<file path="src/rtl/core/cts_pkg.sv">
`default_nettype none

package cts_pkg;

    localparam int TERM_COUNT_DEF      = 12;
    localparam int ANGLE_FRAC_BITS_DEF = 28;

    localparam int ANGLE_W = 32;
    localparam int COS_W   = 32;
    localparam int U_W     = 48;
    localparam int ACC_W   = 60;
    localparam int MAG_W   = 59;

    // Angle constants in Q28.
    localparam logic signed [31:0] TWO_PI_Q28   = 32'sd1686629713;
    localparam logic signed [31:0] PI_Q28       = 32'sd843314857;
    localparam logic signed [31:0] PI_3_Q28     = 32'sd281104952;
    localparam logic signed [31:0] TWO_PI_3_Q28 = 32'sd562209904;
    localparam logic signed [31:0] PI_2_Q28     = 32'sd421657428;

    localparam logic signed [COS_W-1:0] ONE_Q30  = 32'sd1073741824;
    localparam logic signed [COS_W-1:0] HALF_Q30 = 32'sd536870912;

    // Coefficient magnitudes in Q48: d_k = round(d_{k-1} * 64 / ((2k)(2k-1))).
    localparam logic [63:0] COEF_D0  = 64'd1 << 48;
    localparam logic [63:0] COEF_D1  = (COEF_D0 * 64'd64 + 64'd1) / 64'd2;
    localparam logic [63:0] COEF_D2  = (COEF_D1 * 64'd64 + 64'd6) / 64'd12;
    localparam logic [63:0] COEF_D3  = (COEF_D2 * 64'd64 + 64'd15) / 64'd30;
    localparam logic [63:0] COEF_D4  = (COEF_D3 * 64'd64 + 64'd28) / 64'd56;
    localparam logic [63:0] COEF_D5  = (COEF_D4 * 64'd64 + 64'd45) / 64'd90;
    localparam logic [63:0] COEF_D6  = (COEF_D5 * 64'd64 + 64'd66) / 64'd132;
    localparam logic [63:0] COEF_D7  = (COEF_D6 * 64'd64 + 64'd91) / 64'd182;
    localparam logic [63:0] COEF_D8  = (COEF_D7 * 64'd64 + 64'd120) / 64'd240;
    localparam logic [63:0] COEF_D9  = (COEF_D8 * 64'd64 + 64'd153) / 64'd306;
    localparam logic [63:0] COEF_D10 = (COEF_D9 * 64'd64 + 64'd190) / 64'd380;
    localparam logic [63:0] COEF_D11 = (COEF_D10 * 64'd64 + 64'd231) / 64'd462;

    typedef enum logic [2:0] {
        SP_NONE,
        SP_ONE,
        SP_NEG_ONE,
        SP_HALF,
        SP_NEG_HALF,
        SP_ZERO
    } t_special;

    typedef struct packed {
        logic     valid;
        t_special special;
    } t_ctl;

    // Round a Q28 angle constant to the input format, half up.
    function automatic logic signed [31:0] scale_const(input logic signed [31:0] c28,
                                                        input int shift);
        logic signed [31:0] res;
        res = c28;
        if (shift > 0) begin
            res = (c28 + (32'sd1 <<< (shift - 1))) >>> shift;
        end
        return res;
    endfunction

    // Signed Q48 Horner coefficient k: (-1)^k * 64^k / (2k)!, rounded step by step.
    function automatic logic signed [ACC_W-1:0] coef(input int k);
        logic [63:0]             d;
        logic signed [ACC_W-1:0] res;
        unique case (k)
            0:       d = COEF_D0;
            1:       d = COEF_D1;
            2:       d = COEF_D2;
            3:       d = COEF_D3;
            4:       d = COEF_D4;
            5:       d = COEF_D5;
            6:       d = COEF_D6;
            7:       d = COEF_D7;
            8:       d = COEF_D8;
            9:       d = COEF_D9;
            10:      d = COEF_D10;
            default: d = COEF_D11;
        endcase
        res = ACC_W'(d);
        if (k[0]) begin
            res = -res;
        end
        return res;
    endfunction

endpackage

`default_nettype wire

</file>
<file path="src/rtl/core/cts_back.sv">
`default_nettype none

module cts_back (
    input  wire logic                                i_clk,
    input  wire logic                                i_rst_n,
    input  wire logic                                i_en,
    input  wire cts_pkg::t_ctl                       i_ctl,
    input  wire logic signed [cts_pkg::ACC_W-1:0]    i_acc,
    output logic                                     o_valid,
    output logic signed [cts_pkg::COS_W-1:0]         o_cosine
);

    localparam logic [30:0] Q_ONE = 31'(cts_pkg::ONE_Q30);

    // stage 1: sign and magnitude
    cts_pkg::t_ctl             r_ctl1;
    logic                      r_neg1;
    logic [cts_pkg::MAG_W-1:0] r_mag1, n_mag1;

    // stage 2: round to Q30 and saturate
    cts_pkg::t_ctl r_ctl2;
    logic          r_neg2;
    logic [30:0]   r_q2, n_q2;
    logic [59:0]   rnd;
    logic [41:0]   q_full;

    // stage 3: sign and exact values, output register
    logic                             r_valid3;
    logic signed [cts_pkg::COS_W-1:0] r_cos3, n_cos3;

    assign n_mag1 = i_acc[cts_pkg::ACC_W-1] ? cts_pkg::MAG_W'(-i_acc)
                                             : cts_pkg::MAG_W'(i_acc);

    assign rnd    = 60'(r_mag1) + 60'd131072;
    assign q_full = rnd[59:18];
    assign n_q2   = (q_full > 42'(Q_ONE)) ? Q_ONE : q_full[30:0];

    always_comb begin
        unique case (r_ctl2.special)
            cts_pkg::SP_ONE:      n_cos3 = cts_pkg::ONE_Q30;
            cts_pkg::SP_NEG_ONE:  n_cos3 = -cts_pkg::ONE_Q30;
            cts_pkg::SP_HALF:     n_cos3 = cts_pkg::HALF_Q30;
            cts_pkg::SP_NEG_HALF: n_cos3 = -cts_pkg::HALF_Q30;
            cts_pkg::SP_ZERO:     n_cos3 = '0;
            cts_pkg::SP_NONE:     n_cos3 = r_neg2 ? -$signed(32'(r_q2)) : $signed(32'(r_q2));
            default:              n_cos3 = r_neg2 ? -$signed(32'(r_q2)) : $signed(32'(r_q2));
        endcase
    end

    always_ff @(posedge i_clk) begin
        if (!i_rst_n) begin
            r_ctl1   <= '0;
            r_ctl2   <= '0;
            r_valid3 <= 1'b0;
        end else if (i_en) begin
            r_ctl1   <= i_ctl;
            r_ctl2   <= r_ctl1;
            r_valid3 <= r_ctl2.valid;
        end
    end

    always_ff @(posedge i_clk) begin
        if (i_en) begin
            r_neg1 <= i_acc[cts_pkg::ACC_W-1];
            r_mag1 <= n_mag1;
            r_neg2 <= r_neg1;
            r_q2   <= n_q2;
            r_cos3 <= n_cos3;
        end
    end

    assign o_valid  = r_valid3;
    assign o_cosine = r_cos3;

`ifndef ASSERT_OFF
    a_sat_range: assert property (@(posedge i_clk) disable iff (!i_rst_n)
        r_ctl2.valid |-> (r_q2 <= Q_ONE))
        else $error("rounded magnitude not saturated");

    a_out_range: assert property (@(posedge i_clk) disable iff (!i_rst_n)
        o_valid |-> (o_cosine <= cts_pkg::ONE_Q30 && o_cosine >= -cts_pkg::ONE_Q30))
        else $error("cosine outside plus or minus one");
`endif

endmodule

`default_nettype wire

</file>
<file path="config.mk">
export PLATFORM = sky130hd
export DESIGN_NAME = cts_back
export DESIGN_NICKNAME = d
export VERILOG_FILES = /design/src/rtl/core/cts_pkg.sv /design/src/rtl/core/cts_back.sv
export SDC_FILE = /design/constraint.sdc
export NUM_CORES = 1
export LEC_CHECK = 0
export ABC_AREA = 1
export BUFFER_PORTS_ARGS = -buffer_cell sky130_fd_sc_hd__buf_2
export CAP_MARGIN = 5
export CORE_ASPECT_RATIO = 0.5
export CORE_MARGIN = 10
export CORE_UTILIZATION = 50
export DETAILED_ROUTE_END_ITERATION = 16
export MAX_ROUTING_LAYER = met4
export PLACE_DENSITY_LB_ADDON = 0.25
export RECOVER_POWER = 50
export SYNTH_ARGS = -nofsm -noshare
export SYNTH_HDL_FRONTEND = slang
export SYNTH_SLANG_ARGS = --single-unit
</file>
<file path="constraint.sdc">
create_clock -name i_clk -period 2.5 [get_ports i_clk]
set_input_delay 0.5 -clock i_clk [delete_from_list [all_inputs] [get_ports i_clk]]
set_output_delay 0.5 -clock i_clk [all_outputs]
set_load 0.005 [all_outputs]
</file>
# Yosys cells after proc, flatten, opt, wreduce, memory -nomap -nowiden
# Cells that the tools add are included.
[word_totals]
ff_bits = 133
latchBits = 0
ramBits = 0
rom_bits = 0
in_bits = 67
word_cells = 22
n_memories = 0
[classes]
n_addsub = 3
n_mul = 0
n_div = 0
magnitude_cmp = 1
eq_ne = 5
shifts = 0
n_mux = 3
bitwise = 0
n_reduce_logical = 0
[op_table]
columns = ["op", "n"]
rows = [
  ["$pmux 32 s5", 1],
  ["$add 59x18->60 const B", 1],
  ["$mux 59", 1],
  ["$neg 59->59", 1],
  ["$gt 42x31->1 const B", 1],
  ["$mux 32", 1],
  ["$neg 31->32", 1],
  ["$eq 3x2->1 const B", 2],
  ["$eq 3x3->1 const B", 2],
  ["$eq 3x1->1 const B", 1],
]

# Depth between registers and ports, before layout
[logic_depth]
word_depth = 3
depth_mapped = 18
depth_no_buf = 17

# Worst setup path after synthesis
# No wires, ideal clock.
[synth_path]
path_kind = "input-to-reg"
startpoint = "input port i_acc[7] in the netlist's numbering"
endpoint = "register r_mag1[57] in the netlist's numbering, data pin"
arrival_ps = 1988
t_required_ps = 2235
path_slack_ps = 247
stages = 8
n_path_buf = 0
cell_sequence = "or2_2 > nor3_1 > nand4_1 > nor2_1 > nand2_1 > o21ai_0 > o21ai_0 > xor2_1"
[synth_via]
elab_chain_cells = 2
[synth_rtl]
columns = ["element", "line_no", "rtl"]
rows = [
  ["start, declared", "cts_back.sv:8", "input wire logic signed [cts_pkg::ACC_W-1:0] i_acc,"],
  ["$neg 59->59", "cts_back.sv:31", "assign n_mag1 = i_acc[cts_pkg::ACC_W-1] ? cts_pkg::MAG_W'(-i_acc)"],
  ["$mux 59", "cts_back.sv:31", ""],
  ["via n_mag1, one bit", "cts_back.sv:18", "logic [cts_pkg::MAG_W-1:0] r_mag1, n_mag1;"],
  ["end signal, assigned", "cts_back.sv:65", "r_mag1 <= n_mag1;"],
  ["end, declared", "cts_back.sv:18", ""],
]
# The timed path passes the listed nets, and every way through them passes these cells.
# A chain may end at the register's enable or synchronous reset.

# Final worst setup path
[layout_path]
startpoint = "register r_mag1[17] in the netlist's numbering"
endpoint = "register r_q2[10], data pin"
[layout_via]
elab_chain_cells = 2
[layout_rtl]
columns = ["element", "line_no", "rtl"]
rows = [
  ["$add 59x18->60 (*)", "cts_back.sv:34", "assign rnd = 60'(r_mag1) + 60'd131072;"],
  ["$gt 42x31->1", "cts_back.sv:36", "assign n_q2 = (q_full > 42'(Q_ONE)) ? Q_ONE : q_full[30:0];"],
  ["end signal, assigned", "cts_back.sv:67", "r_q2 <= n_q2;"],
  ["end, declared", "cts_back.sv:23", "logic [30:0] r_q2, n_q2;"],
]
# Every way passes the cells marked *; elsewhere a longest branch is shown, timed or not.

==> flow_summary.toml <==
[finish]
regArea_um2 = 3390
final_util = 0.630
final_net_count = 1185
diodes = 0
multi_input_comb_area_um2 = 3650
fill_cells = 1289
drive_above_1_share = 0.210
syn2layout_area_growth_pct = 22.4
fin_cells = 1327

[grt]
use_met2 = 0.268
antenna_found_initial = 0
grt_pass1_vias = 6325
grt_max_degree = 44
gr-total-overflow = 0
top_usage_layer = "met1"
track_usage = 0.192
use_met1 = 0.274
grtUsageMet3 = 0.0408
grt_pass1_wl_um = 31100

[worst_setup_path]
critPathLaunch = "r_mag1[17]"
r2r-start = "r_mag1[17]"
critical_path_class = "reg -> reg"
cp_data_arrival_time_ps = 2680
worst_setup_path_start_kind = "flop"
cp_max_fo = 7
required_ps = 2770
worstSetupEndpointType = "flop"
r2r_setup_slack_ps = 90

[logic_synthesis]
syn_avg_cell_area_um2 = 7.66
synth.most_common_cell = "nand2_1"
ys_seq_elements = 116
synth_area_leaders = "edfxtp_1 (43%), nand2_1 (11%), nor2_1 (8.9%)"
synthFlopType = "edfxtp_1"
ys_seq_area_frac = 0.453
yosys_warnings = 0
ys_async_sr_fraction = 0
synth_area_um2 = 7490
ys_types = 34
synthTopCellsByCount = "nand2_1 (223), nor2_1 (178), inv_1 (122)"
postSynthNetCount = 1047
synth_top_cell_by_area = "edfxtp_1"
synth_edf_count = 107
synth_cells = 978
synth_top_cell_area_share = 0.429

[place]
placement.io_buffers = 99
dp_cells = 1279
dp_slack_ps = 34.0
routabilityCongestion = 0.985
dp_hpwl_um = 15200

[sta]
finalClockSkew_ps = 24.0
finalSetupViolations = 0
relSlewSlack = 0.253
worst_slew_pin_slew_ps = 1120
fin_crit_sh = 0.963
min_period_ps = 2410
hold_slack_ps = 324
worst_slack_ps = 93.1
rsz0062_at_grt = "true"
slew_violations = 0
max_freq_ghz = 0.415
final-hold-violation-count = 0

[pwr]
p_sw_frac = 0.273
vdd_ir_drop_max_mv = 0.445
powerDensity_nw_per_um2 = 616
p_int_uw = 4110
p_clk_frac = 0.428
p_switching_uw = 1540
p_leak_uw = 0.00407
pwr-share-seq = 0.431
finalPower_uw = 5640
p_comb_frac = 0.142

[route]
avgRoutedWirePerCell_um = 14.6
ant_nets = 0
vias = 6610
wl_um = 19300
dr.pass1.iters = 5
drc = 0
drt_iter0_drc = 488
vias_per_cell = 4.98

[floorplanning]
die_h_um = 107
fp.dieArea_um2 = 20600
initial_core_util = 0.515
ios = 100
die_w_um = 193
core_um2 = 14500
rows = 31

[clocking]
clk_path_buf_depth = 2
cts.clk_slew.worst_paths_ps = 60
cts_tree = "built"
cts_buffers = 17
cts_hold_buf = 0
htreeDepth = 4
root_buffer = "clkbuf_16"
clk_latency_ps = 420
cts.sinks = 116

[run]
cap_violations = 0

[worst_hold_path]
min_from = "i_ctl[3]"
hold_class = "in -> reg"

[outcome]
status = "complete, no violations"
[cells by family after synthesis]
logic type,after synthesis,synth area share
XOR/XNOR,60,0.0702
AND/OR/NAND/NOR,581,0.344
adder cells (fa/ha/maj),2,0.00334
buffers and inverters,146,0.0762
flip-flops,116,0.453
AO/OA/AOI/OAI,73,0.0528
[sequential cells by signal, indices dropped and copies added, names as in the netlist]
name,flops
r_q2,31
r_mag1,42
o_cosine,32
r_neg2,1
r_neg1,1
r_ctl1,4
o_valid,1
r_ctl2,4
[layout by cell type, fill, tap and decap left out, types with 10 or more instances in the layout]
cell       synthesis  layout
nand2_1          223     218
nor2_1           178     167
inv_1            122     122
edfxtp_1         107     107
buf_2              0      97
nand3_1           47      44
xor2_1            44      44
o21ai_0           39      38
nor2_2            34      37
nor3_1            33      33
buf_4              0      26
nand4_1           22      22
a21oi_1           20      20
clkbuf_16          0      19
xnor2_1           16      16
nor2_4             3      12
nor4_1            12      12
nand3b_1          10      10
[power by group through the flow]
stage	Clock, uW	Combinational, uW	Sequential (uW)
floorplan	0	461	2420
global placement	0	749	2460
detailed placement	0	760	2470
CTS	2440	762	2430
global route	2550	908	2450
finish	2410	799	2430
[path summary, 6_finish.rpt]
check / end / depth (start not counted)
worst min register to register: r_neg2 / 0
worst max register to register: r_q2[10] / 16
worst min-delay path: r_ctl1[3] / 3
worst max-delay path: r_q2[10] / 16
[worst max-delay path, stage by stage (launching register included)]
cell	delay [ps]
edfxtp_1	440
ha_4	180
nand2_2	60
nor2_4	170
nand2_4	120
nor2_8	160
nand2_2	100
nor2_1	90
nand2_1	70
nand2_1	90
nand3_2	80
nor2_1	90
nand2_1	70
nor2_2	140
nand2_4	110
clkbuf_16	180
nor2_2	90
[stage by stage]
stage | TNS, ps | area, um2
final | 0 | 9160
after CTS | 0 | 8910
after detailed placement | 0 | 8320
after floorplan | 0 | 7490
after global routing | -1320 | 9160
after global placement | 0 | 8320
[repair_timing]
| action | CTS | global route |
|---|---|---|
| setup endpoints to repair | 0 | 37 |
| resized for setup | 0 | 32 |
| buffers inserted | 0 | 12 |
[area by class of cell]
class | count | share of cell area
clock buffer | 18 | 0.0479
clock inverter | 14 | 0.0164
inverter | 132 | 0.0541
multi-input combinational | 717 | 0.399
sequential | 116 | 0.370
tap | 198 | 0.0270
timing repair buffer | 132 | 0.0856
[routing by layer]
metal | up-vias | wire length [um]
met1 | 2924 | 9920
met4 | 0 | 255
met5 | - | 0
li1 | 3456 | -
met2 | 210 | 8000
met3 | 20 | 1150
No activity file was read; power rests on OpenSTA's default activity.
