==> src/rtl/core/cts_pkg.sv <==
`default_nettype none

package cts_pkg;

    localparam int TERM_COUNT_DEF      = 12;
    localparam int ANGLE_FRAC_BITS_DEF = 28;

    localparam int ANGLE_W = 32;
    localparam int COS_W   = 32;
    localparam int U_W     = 48;
    localparam int ACC_W   = 60;
    localparam int MAG_W   = 59;

    // Angle constants in Q28.
    localparam logic signed [31:0] TWO_PI_Q28   = 32'sd1686629713;
    localparam logic signed [31:0] PI_Q28       = 32'sd843314857;
    localparam logic signed [31:0] PI_3_Q28     = 32'sd281104952;
    localparam logic signed [31:0] TWO_PI_3_Q28 = 32'sd562209904;
    localparam logic signed [31:0] PI_2_Q28     = 32'sd421657428;

    localparam logic signed [COS_W-1:0] ONE_Q30  = 32'sd1073741824;
    localparam logic signed [COS_W-1:0] HALF_Q30 = 32'sd536870912;

    // Coefficient magnitudes in Q48: d_k = round(d_{k-1} * 64 / ((2k)(2k-1))).
    localparam logic [63:0] COEF_D0  = 64'd1 << 48;
    localparam logic [63:0] COEF_D1  = (COEF_D0 * 64'd64 + 64'd1) / 64'd2;
    localparam logic [63:0] COEF_D2  = (COEF_D1 * 64'd64 + 64'd6) / 64'd12;
    localparam logic [63:0] COEF_D3  = (COEF_D2 * 64'd64 + 64'd15) / 64'd30;
    localparam logic [63:0] COEF_D4  = (COEF_D3 * 64'd64 + 64'd28) / 64'd56;
    localparam logic [63:0] COEF_D5  = (COEF_D4 * 64'd64 + 64'd45) / 64'd90;
    localparam logic [63:0] COEF_D6  = (COEF_D5 * 64'd64 + 64'd66) / 64'd132;
    localparam logic [63:0] COEF_D7  = (COEF_D6 * 64'd64 + 64'd91) / 64'd182;
    localparam logic [63:0] COEF_D8  = (COEF_D7 * 64'd64 + 64'd120) / 64'd240;
    localparam logic [63:0] COEF_D9  = (COEF_D8 * 64'd64 + 64'd153) / 64'd306;
    localparam logic [63:0] COEF_D10 = (COEF_D9 * 64'd64 + 64'd190) / 64'd380;
    localparam logic [63:0] COEF_D11 = (COEF_D10 * 64'd64 + 64'd231) / 64'd462;

    typedef enum logic [2:0] {
        SP_NONE,
        SP_ONE,
        SP_NEG_ONE,
        SP_HALF,
        SP_NEG_HALF,
        SP_ZERO
    } t_special;

    typedef struct packed {
        logic     valid;
        t_special special;
    } t_ctl;

    // Round a Q28 angle constant to the input format, half up.
    function automatic logic signed [31:0] scale_const(input logic signed [31:0] c28,
                                                        input int shift);
        logic signed [31:0] res;
        res = c28;
        if (shift > 0) begin
            res = (c28 + (32'sd1 <<< (shift - 1))) >>> shift;
        end
        return res;
    endfunction

    // Signed Q48 Horner coefficient k: (-1)^k * 64^k / (2k)!, rounded step by step.
    function automatic logic signed [ACC_W-1:0] coef(input int k);
        logic [63:0]             d;
        logic signed [ACC_W-1:0] res;
        unique case (k)
            0:       d = COEF_D0;
            1:       d = COEF_D1;
            2:       d = COEF_D2;
            3:       d = COEF_D3;
            4:       d = COEF_D4;
            5:       d = COEF_D5;
            6:       d = COEF_D6;
            7:       d = COEF_D7;
            8:       d = COEF_D8;
            9:       d = COEF_D9;
            10:      d = COEF_D10;
            default: d = COEF_D11;
        endcase
        res = ACC_W'(d);
        if (k[0]) begin
            res = -res;
        end
        return res;
    endfunction

endpackage

`default_nettype wire

==> src/rtl/core/cts_front.sv <==
`default_nettype none

module cts_front #(
    parameter int TERM_COUNT      = cts_pkg::TERM_COUNT_DEF,
    parameter int ANGLE_FRAC_BITS = cts_pkg::ANGLE_FRAC_BITS_DEF
) (
    input  wire logic                                i_clk,
    input  wire logic                                i_rst_n,
    input  wire logic                                i_en,
    input  wire logic                                i_valid,
    input  wire logic signed [cts_pkg::ANGLE_W-1:0]  i_angle,
    output cts_pkg::t_ctl                            o_ctl,
    output logic        [cts_pkg::U_W-1:0]           o_u,
    output logic signed [cts_pkg::ACC_W-1:0]         o_acc
);

    localparam int SHIFT = 28 - ANGLE_FRAC_BITS;
    localparam int Z_W   = cts_pkg::ANGLE_W + SHIFT;

    localparam logic signed [Z_W-1:0] Z_MAX = Z_W'(cts_pkg::TWO_PI_Q28);
    localparam logic signed [Z_W-1:0] Z_MIN = -Z_MAX;

    localparam logic signed [31:0] A_PI     = cts_pkg::scale_const(cts_pkg::PI_Q28, SHIFT);
    localparam logic signed [31:0] A_PI_3   = cts_pkg::scale_const(cts_pkg::PI_3_Q28, SHIFT);
    localparam logic signed [31:0] A_2PI_3  = cts_pkg::scale_const(cts_pkg::TWO_PI_3_Q28, SHIFT);
    localparam logic signed [31:0] A_PI_2   = cts_pkg::scale_const(cts_pkg::PI_2_Q28, SHIFT);

    localparam logic signed [cts_pkg::ACC_W-1:0] ACC_INIT = cts_pkg::coef(TERM_COUNT - 1);

    localparam logic [61:0]           ZSQ_MAX = 62'(cts_pkg::TWO_PI_Q28) * 62'(cts_pkg::TWO_PI_Q28);
    localparam logic [cts_pkg::U_W-1:0] U_MAX = cts_pkg::U_W'((ZSQ_MAX + 62'd8192) >> 14);

    // stage 1: exact-angle match and clamp
    cts_pkg::t_ctl      r_ctl1, n_ctl1;
    logic signed [31:0] r_z1, n_z1;
    logic signed [Z_W-1:0] z_wide;

    // stage 2: magnitude
    cts_pkg::t_ctl r_ctl2;
    logic [30:0]   r_m2, n_m2;

    // stage 3: square
    cts_pkg::t_ctl r_ctl3;
    logic [61:0]   r_sq3, n_sq3;

    // stage 4: u = z^2/64 in Q48
    cts_pkg::t_ctl            r_ctl4;
    logic [cts_pkg::U_W-1:0]  r_u4, n_u4;
    logic [61:0]              sq_rnd;

    assign z_wide = Z_W'(i_angle) <<< SHIFT;

    always_comb begin
        n_ctl1.valid = i_valid;
        priority if (i_angle == '0) begin
            n_ctl1.special = cts_pkg::SP_ONE;
        end else if (i_angle == A_PI) begin
            n_ctl1.special = cts_pkg::SP_NEG_ONE;
        end else if (i_angle == A_PI_3) begin
            n_ctl1.special = cts_pkg::SP_HALF;
        end else if (i_angle == A_2PI_3) begin
            n_ctl1.special = cts_pkg::SP_NEG_HALF;
        end else if (i_angle == A_PI_2) begin
            n_ctl1.special = cts_pkg::SP_ZERO;
        end else begin
            n_ctl1.special = cts_pkg::SP_NONE;
        end

        priority if (z_wide > Z_MAX) begin
            n_z1 = cts_pkg::TWO_PI_Q28;
        end else if (z_wide < Z_MIN) begin
            n_z1 = -cts_pkg::TWO_PI_Q28;
        end else begin
            n_z1 = 32'(z_wide);
        end
    end

    assign n_m2   = r_z1[31] ? 31'(-r_z1) : 31'(r_z1);
    assign n_sq3  = r_m2 * r_m2;
    assign sq_rnd = (r_sq3 + 62'd8192) >> 14;
    assign n_u4   = sq_rnd[cts_pkg::U_W-1:0];

    always_ff @(posedge i_clk) begin
        if (!i_rst_n) begin
            r_ctl1 <= '0;
            r_ctl2 <= '0;
            r_ctl3 <= '0;
            r_ctl4 <= '0;
        end else if (i_en) begin
            r_ctl1 <= n_ctl1;
            r_ctl2 <= r_ctl1;
            r_ctl3 <= r_ctl2;
            r_ctl4 <= r_ctl3;
        end
    end

    always_ff @(posedge i_clk) begin
        if (i_en) begin
            r_z1  <= n_z1;
            r_m2  <= n_m2;
            r_sq3 <= n_sq3;
            r_u4  <= n_u4;
        end
    end

    assign o_ctl = r_ctl4;
    assign o_u   = r_u4;
    assign o_acc = ACC_INIT;

`ifndef ASSERT_OFF
    a_zero_angle_exact: assert property (@(posedge i_clk) disable iff (!i_rst_n)
        (i_en && i_valid && i_angle == '0) |=> (r_ctl1.special == cts_pkg::SP_ONE))
        else $error("zero angle not flagged as exact one");

    a_clamp_range: assert property (@(posedge i_clk) disable iff (!i_rst_n)
        r_ctl1.valid |-> (r_z1 <= cts_pkg::TWO_PI_Q28 && r_z1 >= -cts_pkg::TWO_PI_Q28))
        else $error("clamped angle out of range");

    a_u_bound: assert property (@(posedge i_clk) disable iff (!i_rst_n)
        r_ctl4.valid |-> (r_u4 <= U_MAX))
        else $error("u exceeds bound of clamped angle");
`endif

endmodule

`default_nettype wire

==> config.mk <==
export PLATFORM = sky130hd
export DESIGN_NAME = cts_front
export DESIGN_NICKNAME = d
export VERILOG_FILES = /design/src/rtl/core/cts_pkg.sv /design/src/rtl/core/cts_front.sv
export SDC_FILE = /design/constraint.sdc
export NUM_CORES = 2
export LEC_CHECK = 0
export ABC_AREA = 1
export BUFFER_PORTS_ARGS = -buffer_cell sky130_fd_sc_hd__buf_2
export CAP_MARGIN = 10
export CORE_MARGIN = 3
export CORE_UTILIZATION = 30
export DETAILED_ROUTE_END_ITERATION = 10
export SLEW_MARGIN = 20
export SYNTH_ARGS = -nofsm -noshare
export SYNTH_HDL_FRONTEND = slang
export SYNTH_SLANG_ARGS = --single-unit
==> constraint.sdc <==
create_clock -name i_clk -period 18.4 [get_ports i_clk]
set_input_delay 3.68 -clock i_clk [delete_from_list [all_inputs] [get_ports i_clk]]
set_output_delay 3.68 -clock i_clk [all_outputs]
set_load 0.02 [all_outputs]
[After elaboration in Yosys (flattened, before gate mapping)]
Index checks and enable logic that the tools add are counted.
Widths: inputs -> output; s select.
Word-level totals
  input port bits: 36
  bits in registers: 189
  output and inout port bits: 112
  logic and storage cells: 31
Operators by class
  equal/unequal tests: 4
  multiply operators: 1
  add/sub/neg operators: 2
  order comparisons: 2
  reduce and logical (&&, ||, !) cells: 2
  multiplexer cells: 7
Operators with widths (number)
  $eq 32x30->1 const B: 2
  $eq 32x31->1 const B: 2
  $add 62x14->62 const B: 1
  $mul 31x31->62: 1
  $gt 32x32->1 const B: 1
  $logic_not 32->1: 1
  $lt 32x32->1 const B: 1
  $mux 32: 1
  $mux 31: 1
  $neg 31->31: 1
  $mux 3: 5
  $reduce_or 2->1: 1

[Longest topological paths before layout]
  word-level depth: 6
  mapped depth: 33
  mapped depth without buffers: 31

[Least setup slack after synthesis]
No wires, ideal clock.
  path type: register to register
  start point: reg r_m2[18]
  end point: reg r_sq3[61], data pin
  arrival time: 6632 ps
  period minus slack after synthesis: 6884 ps
  data required time: 18148 ps
  buffers on the path: 2
  setup time: 252 ps
  setup slack: 11516 ps
  cell stages (with the launch flop): 27
  cell sequence: edfxtp_1 > clkbuf_1 > buf_1 > nand2_1 > fa_1 > inv_1 > fa_1 > inv_1 > fa_1 > fa_1 > inv_1 > fa_1 > fa_1 > fa_1 > inv_1 > fa_1 > inv_1 > ha_1 > nand2_1 > nor2_1 > inv_1 > nor3_1 > nand2_1 > nor3_1 > nand2_1 > nand3b_1 > nand2_1
On the way
  cells in the longest elaborated chain, start to end: 1
Ends and longest elaborated chain
  start: declaration: line cts_front.sv:40  | logic [30:0] r_m2, n_m2;
  start signal: assignment: line cts_front.sv:100  | r_m2 <= n_m2;
  $mul 31x31->62: line cts_front.sv:79  | assign n_sq3 = r_m2 * r_m2;
  named net n_sq3[61]: line cts_front.sv:44  | logic [61:0] r_sq3, n_sq3;
  end signal: assignment: line cts_front.sv:101  | r_sq3 <= n_sq3;
  end: declaration: line cts_front.sv:44
The timed path passes the listed nets, and every way through them passes these cells.
A chain may end at the register's enable or synchronous reset.

[Final worst setup path]
Same ends and word-level chain as after synthesis.

==> reports/qor_table.md <==
| Result | This run |
|:---|:---|
| Fraction of post-synthesis cell area in the top cell type by area | 39.33% |
| Quantity of I/O buffers inserted on ports | 87 |
| Antenna fix cells | 0 |
| Number of buffers added by the clock tree synthesis step | 17 |
| Top cells by instance count after synthesis | sky130_fd_sc_hd__inv_1 (1405), sky130_fd_sc_hd__nand2_1 (1093), sky130_fd_sc_hd__fa_1 (749) |
| Cell types occupying the most area after synthesis | sky130_fd_sc_hd__fa_1 (39%), sky130_fd_sc_hd__inv_1 (14%), sky130_fd_sc_hd__edfxtp_1 (13%), sky130_fd_sc_hd__nand2_1 (11%), sky130_fd_sc_hd__ha_1 (8.7%) |
| Number of instances in the placed design | 6325 |
| Count of pins on the block boundary | 148 |
| Worst hold path class | reg -> reg |
| Wire length reported by the detailed router | 97770 um |
| Post-Synthesis Mean Instance Area | 8.171 sq um |
| Final HPWL DP | 81470 um |
| Combined area of all synthesized cells | 38130 sq um |
| Max Transition Viols Final | 0 |
| Clock tree root buffer cell | sky130_fd_sc_hd__clkbuf_16 |
| First-pass GRT wire length | 159800 um |
| Final number of setup-violating endpoints | 0 |
| CTS tree | built |
| Cells after Synth | 4666 |
| Critical path startpoint category | flop |
| Top flip-flop cell by instance count after synthesis | sky130_fd_sc_hd__edfxtp_1 |
| Count of clock tree sinks | 176 |
| Total non-filler cell area in the finished layout | 40830 sq um |
| Multi-input gate area in the final layout | 27050 sq um |
| Effective utilization at floorplan | 30.29% |
| Max Clock Skew | 0.03199 ns |
| Max Freq | 133.1 MHz |
| Area of the die | 131400 sq um |
| Status | finished clean |
| First DRT Iteration DRCs | 1660 |
| Via count | 28042 |
| Dominant cell by count in the synthesized netlist | sky130_fd_sc_hd__inv_1 |
| Post-DRT Antenna Nets | 0 |
| Headroom to the max-slew limit | 27.89% |
| Per-cell via count in the routed design | 4.411 |
| Worst Hold Launch | r_z1[0] |
| Deepest level of the CTS H-tree | 4 |
| Final critical delay including setup and external delays | 7.515 ns |
| Final-layout fill cell count | 13384 |
| Pin count of the biggest net entering global routing | 99 |
| Number of distinct library cells after synthesis | 47 |
| Total negative slack for setup checks | 0 ns |
| Fraction of registers with async set/reset | 0% |
| Total of hold buffers inserted after clock tree synthesis | 0 |
| Sum of overflow across all layers after global routing | 0 |
| Worst setup path start | r_m2[18] |
| Die W | 362.5 um |
| CTS max path bufs | 2 |
| Total of flip-flops plus latches after synthesis | 176 |
| Weighted congestion reported at the end of routability-driven placement | 0.9401 |
| Yosys warning count | 0 |
| Number of gates resized after CTS | 0 |
| Synth-to-Final Area Change | 7.098% |
| Setup Fix Bufs, Post-CTS | 0 |
| Termination of the worst setup path | r_sq3[61] |
| Peak fanout along the critical path | 19 |
| Startpoint of the worst register-to-register path | r_m2[18] |
| Slew of the pin with the lowest slew margin | 1.082 ns |
| Maximum capacitance violations | 0 |
| Sequential area share after synthesis | 13.44% |
| Drt pass-1 iters | 5 |
| Setup crit end kind | flop |
| Core ar. | 125900 sq um |
| Arr. time, crit path | 7.77 ns |
| Instance area after placement | 40220 sq um |
| Startpoint-to-endpoint class of the critical path | reg -> reg |
| Floorplan die height | 362.5 um |
| Clock latency on the worst-skew pair | 0.50 ns |
| Library cell with the largest summed area after synthesis | sky130_fd_sc_hd__fa_1 |
| Number of hold-slack violations in the final timing report | 0 |
| Final cell count without fillers | 6357 |
| Final period util | 40.85% |
| Number of rows created at floorplan | 130 |
| Endpoint required time on the critical path | 18.66 ns |
| Number of global-route vias before repair | 29997 |
| Fraction of final layout cells sized beyond drive strength 1 | 3.930% |
| Unrepaired setup endpoints after global routing | false |
| Number of antenna violations at the first check in global routing | 0 |
| Seq. cell area | 5125 sq um |
| Worst R2R Setup Slack | 10.88 ns |
| Remaining routing DRC violations | 0 |
| Worst R2R End | r_sq3[61] |
| Layout net count | 5745 |
| Aggregate global-route resource usage | 15.41% |
| Path depth of the worst reg2reg path | 25 |
| Number of enable flip-flop cells after synthesis | 160 |
| Wirelength per Cell | 15.38 um |
| Clock-pin slew on the worst setup and hold paths | 0.09 ns |
==> state kept, by name, summed over array words and instances (netlist names) <==
signal,cells
r_sq3,49
o_u,48
r_z1,32
r_m2,31
o_ctl,4
r_ctl1,4
r_ctl2,4
r_ctl3,4
==> cells by family after synthesis <==
logic type,share of synthesized area (%)
compound gates,2.740
xor+xnor,2.757
fa+ha+maj,48.06
buf+inv,16.17
flops,13.44
mux,0.02953
other cells,0.01970
simple gates,16.79
==> worst max-delay path, stage by stage, from the launching register on <==
cell                       delay (ns)
sky130_fd_sc_hd__edfxtp_1        0.73
sky130_fd_sc_hd__buf_4           0.40
sky130_fd_sc_hd__nand2_1         0.17
sky130_fd_sc_hd__fa_1            0.57
sky130_fd_sc_hd__inv_1           0.05
sky130_fd_sc_hd__fa_1            0.41
sky130_fd_sc_hd__fa_1            0.52
sky130_fd_sc_hd__inv_1           0.06
sky130_fd_sc_hd__fa_1            0.50
sky130_fd_sc_hd__inv_1           0.05
sky130_fd_sc_hd__fa_1            0.56
sky130_fd_sc_hd__fa_1            0.45
sky130_fd_sc_hd__fa_1            0.55
sky130_fd_sc_hd__inv_1           0.06
sky130_fd_sc_hd__fa_1            0.54
sky130_fd_sc_hd__inv_1           0.04
sky130_fd_sc_hd__ha_1            0.39
sky130_fd_sc_hd__nand2_1         0.13
sky130_fd_sc_hd__nor2_1          0.14
sky130_fd_sc_hd__inv_1           0.08
sky130_fd_sc_hd__nor3_1          0.34
sky130_fd_sc_hd__nand2_1         0.13
sky130_fd_sc_hd__nor3_1          0.16
sky130_fd_sc_hd__nand2_1         0.10
sky130_fd_sc_hd__nand3b_1        0.10
sky130_fd_sc_hd__nand2_1         0.06
==> cells in the final DEF, fill, tap and decap left out, drive strengths merged <==
cell type	count
a21o	2
a21oi	94
a31o	2
a31oi	4
and2	2
buf	120
clkbuf	17
clkinv	9
clkinvlp	1
conb	60
dfxtp	16
edfxtp	160
fa	749
ha	266
inv	1413
mux2	1
nand2	1099
nand3	102
nand3b	2
nand4	35
nor2	261
nor3	56
nor3b	2
nor4	23
o211ai	2
o21a	1
o21ai	68
o21bai	14
o31ai	2
or2	4
xnor2	31
xor2	89
==> layer usage <==
| layer | vias up | track usage (%) | routed length, um |
|---|---|---|---|
| met5 | - | 0 | 0 |
| met4 | 0 | 4.115 | 2515 |
| met3 | 131 | 1.913 | 5173 |
| met2 | 746 | 26.70 | 47440 |
| met1 | 13740 | 20.31 | 42650 |
| li1 | 13425 | - | - |
==> cell type report <==
cell class,count,share of cell area (%)
clock inverter,15,0.4657
sequential,176,12.55
clock buffer,17,1.042
tap,1650,5.056
timing repair buffer,120,1.688
multi-input combinational,2971,66.26
inverter,1408,12.94
==> stage by stage <==
step,utilization (%),setup WS (ns),hold WS [ns]
2_1_floorplan,-,11.52,0.4264
3_3_place_gp,31.95,10.97,0.4404
3_5_place_dp,31.95,10.91,0.4577
4_1_cts,32.43,10.93,0.4694
5_1_grt,32.43,10.57,0.4970
6_report,32.43,10.88,0.4702
==> how the worst min path moves through the flow <==
stage                 to  slack (ns)  cells after the start
3_5_place_dp     r_m2[0]        0.46                      0
2_1_floorplan    r_m2[0]        0.43                      0
3_3_place_gp     r_m2[0]        0.44                      0
4_1_cts        r_ctl1[2]        0.47                      2
5_1_grt          r_m2[0]        0.50                      0
6_report         r_m2[0]        0.47                      0
Power is left out: the tool's default activity adds up to more than one toggle a clock period on the data nets, which glitch-free logic cannot reach.
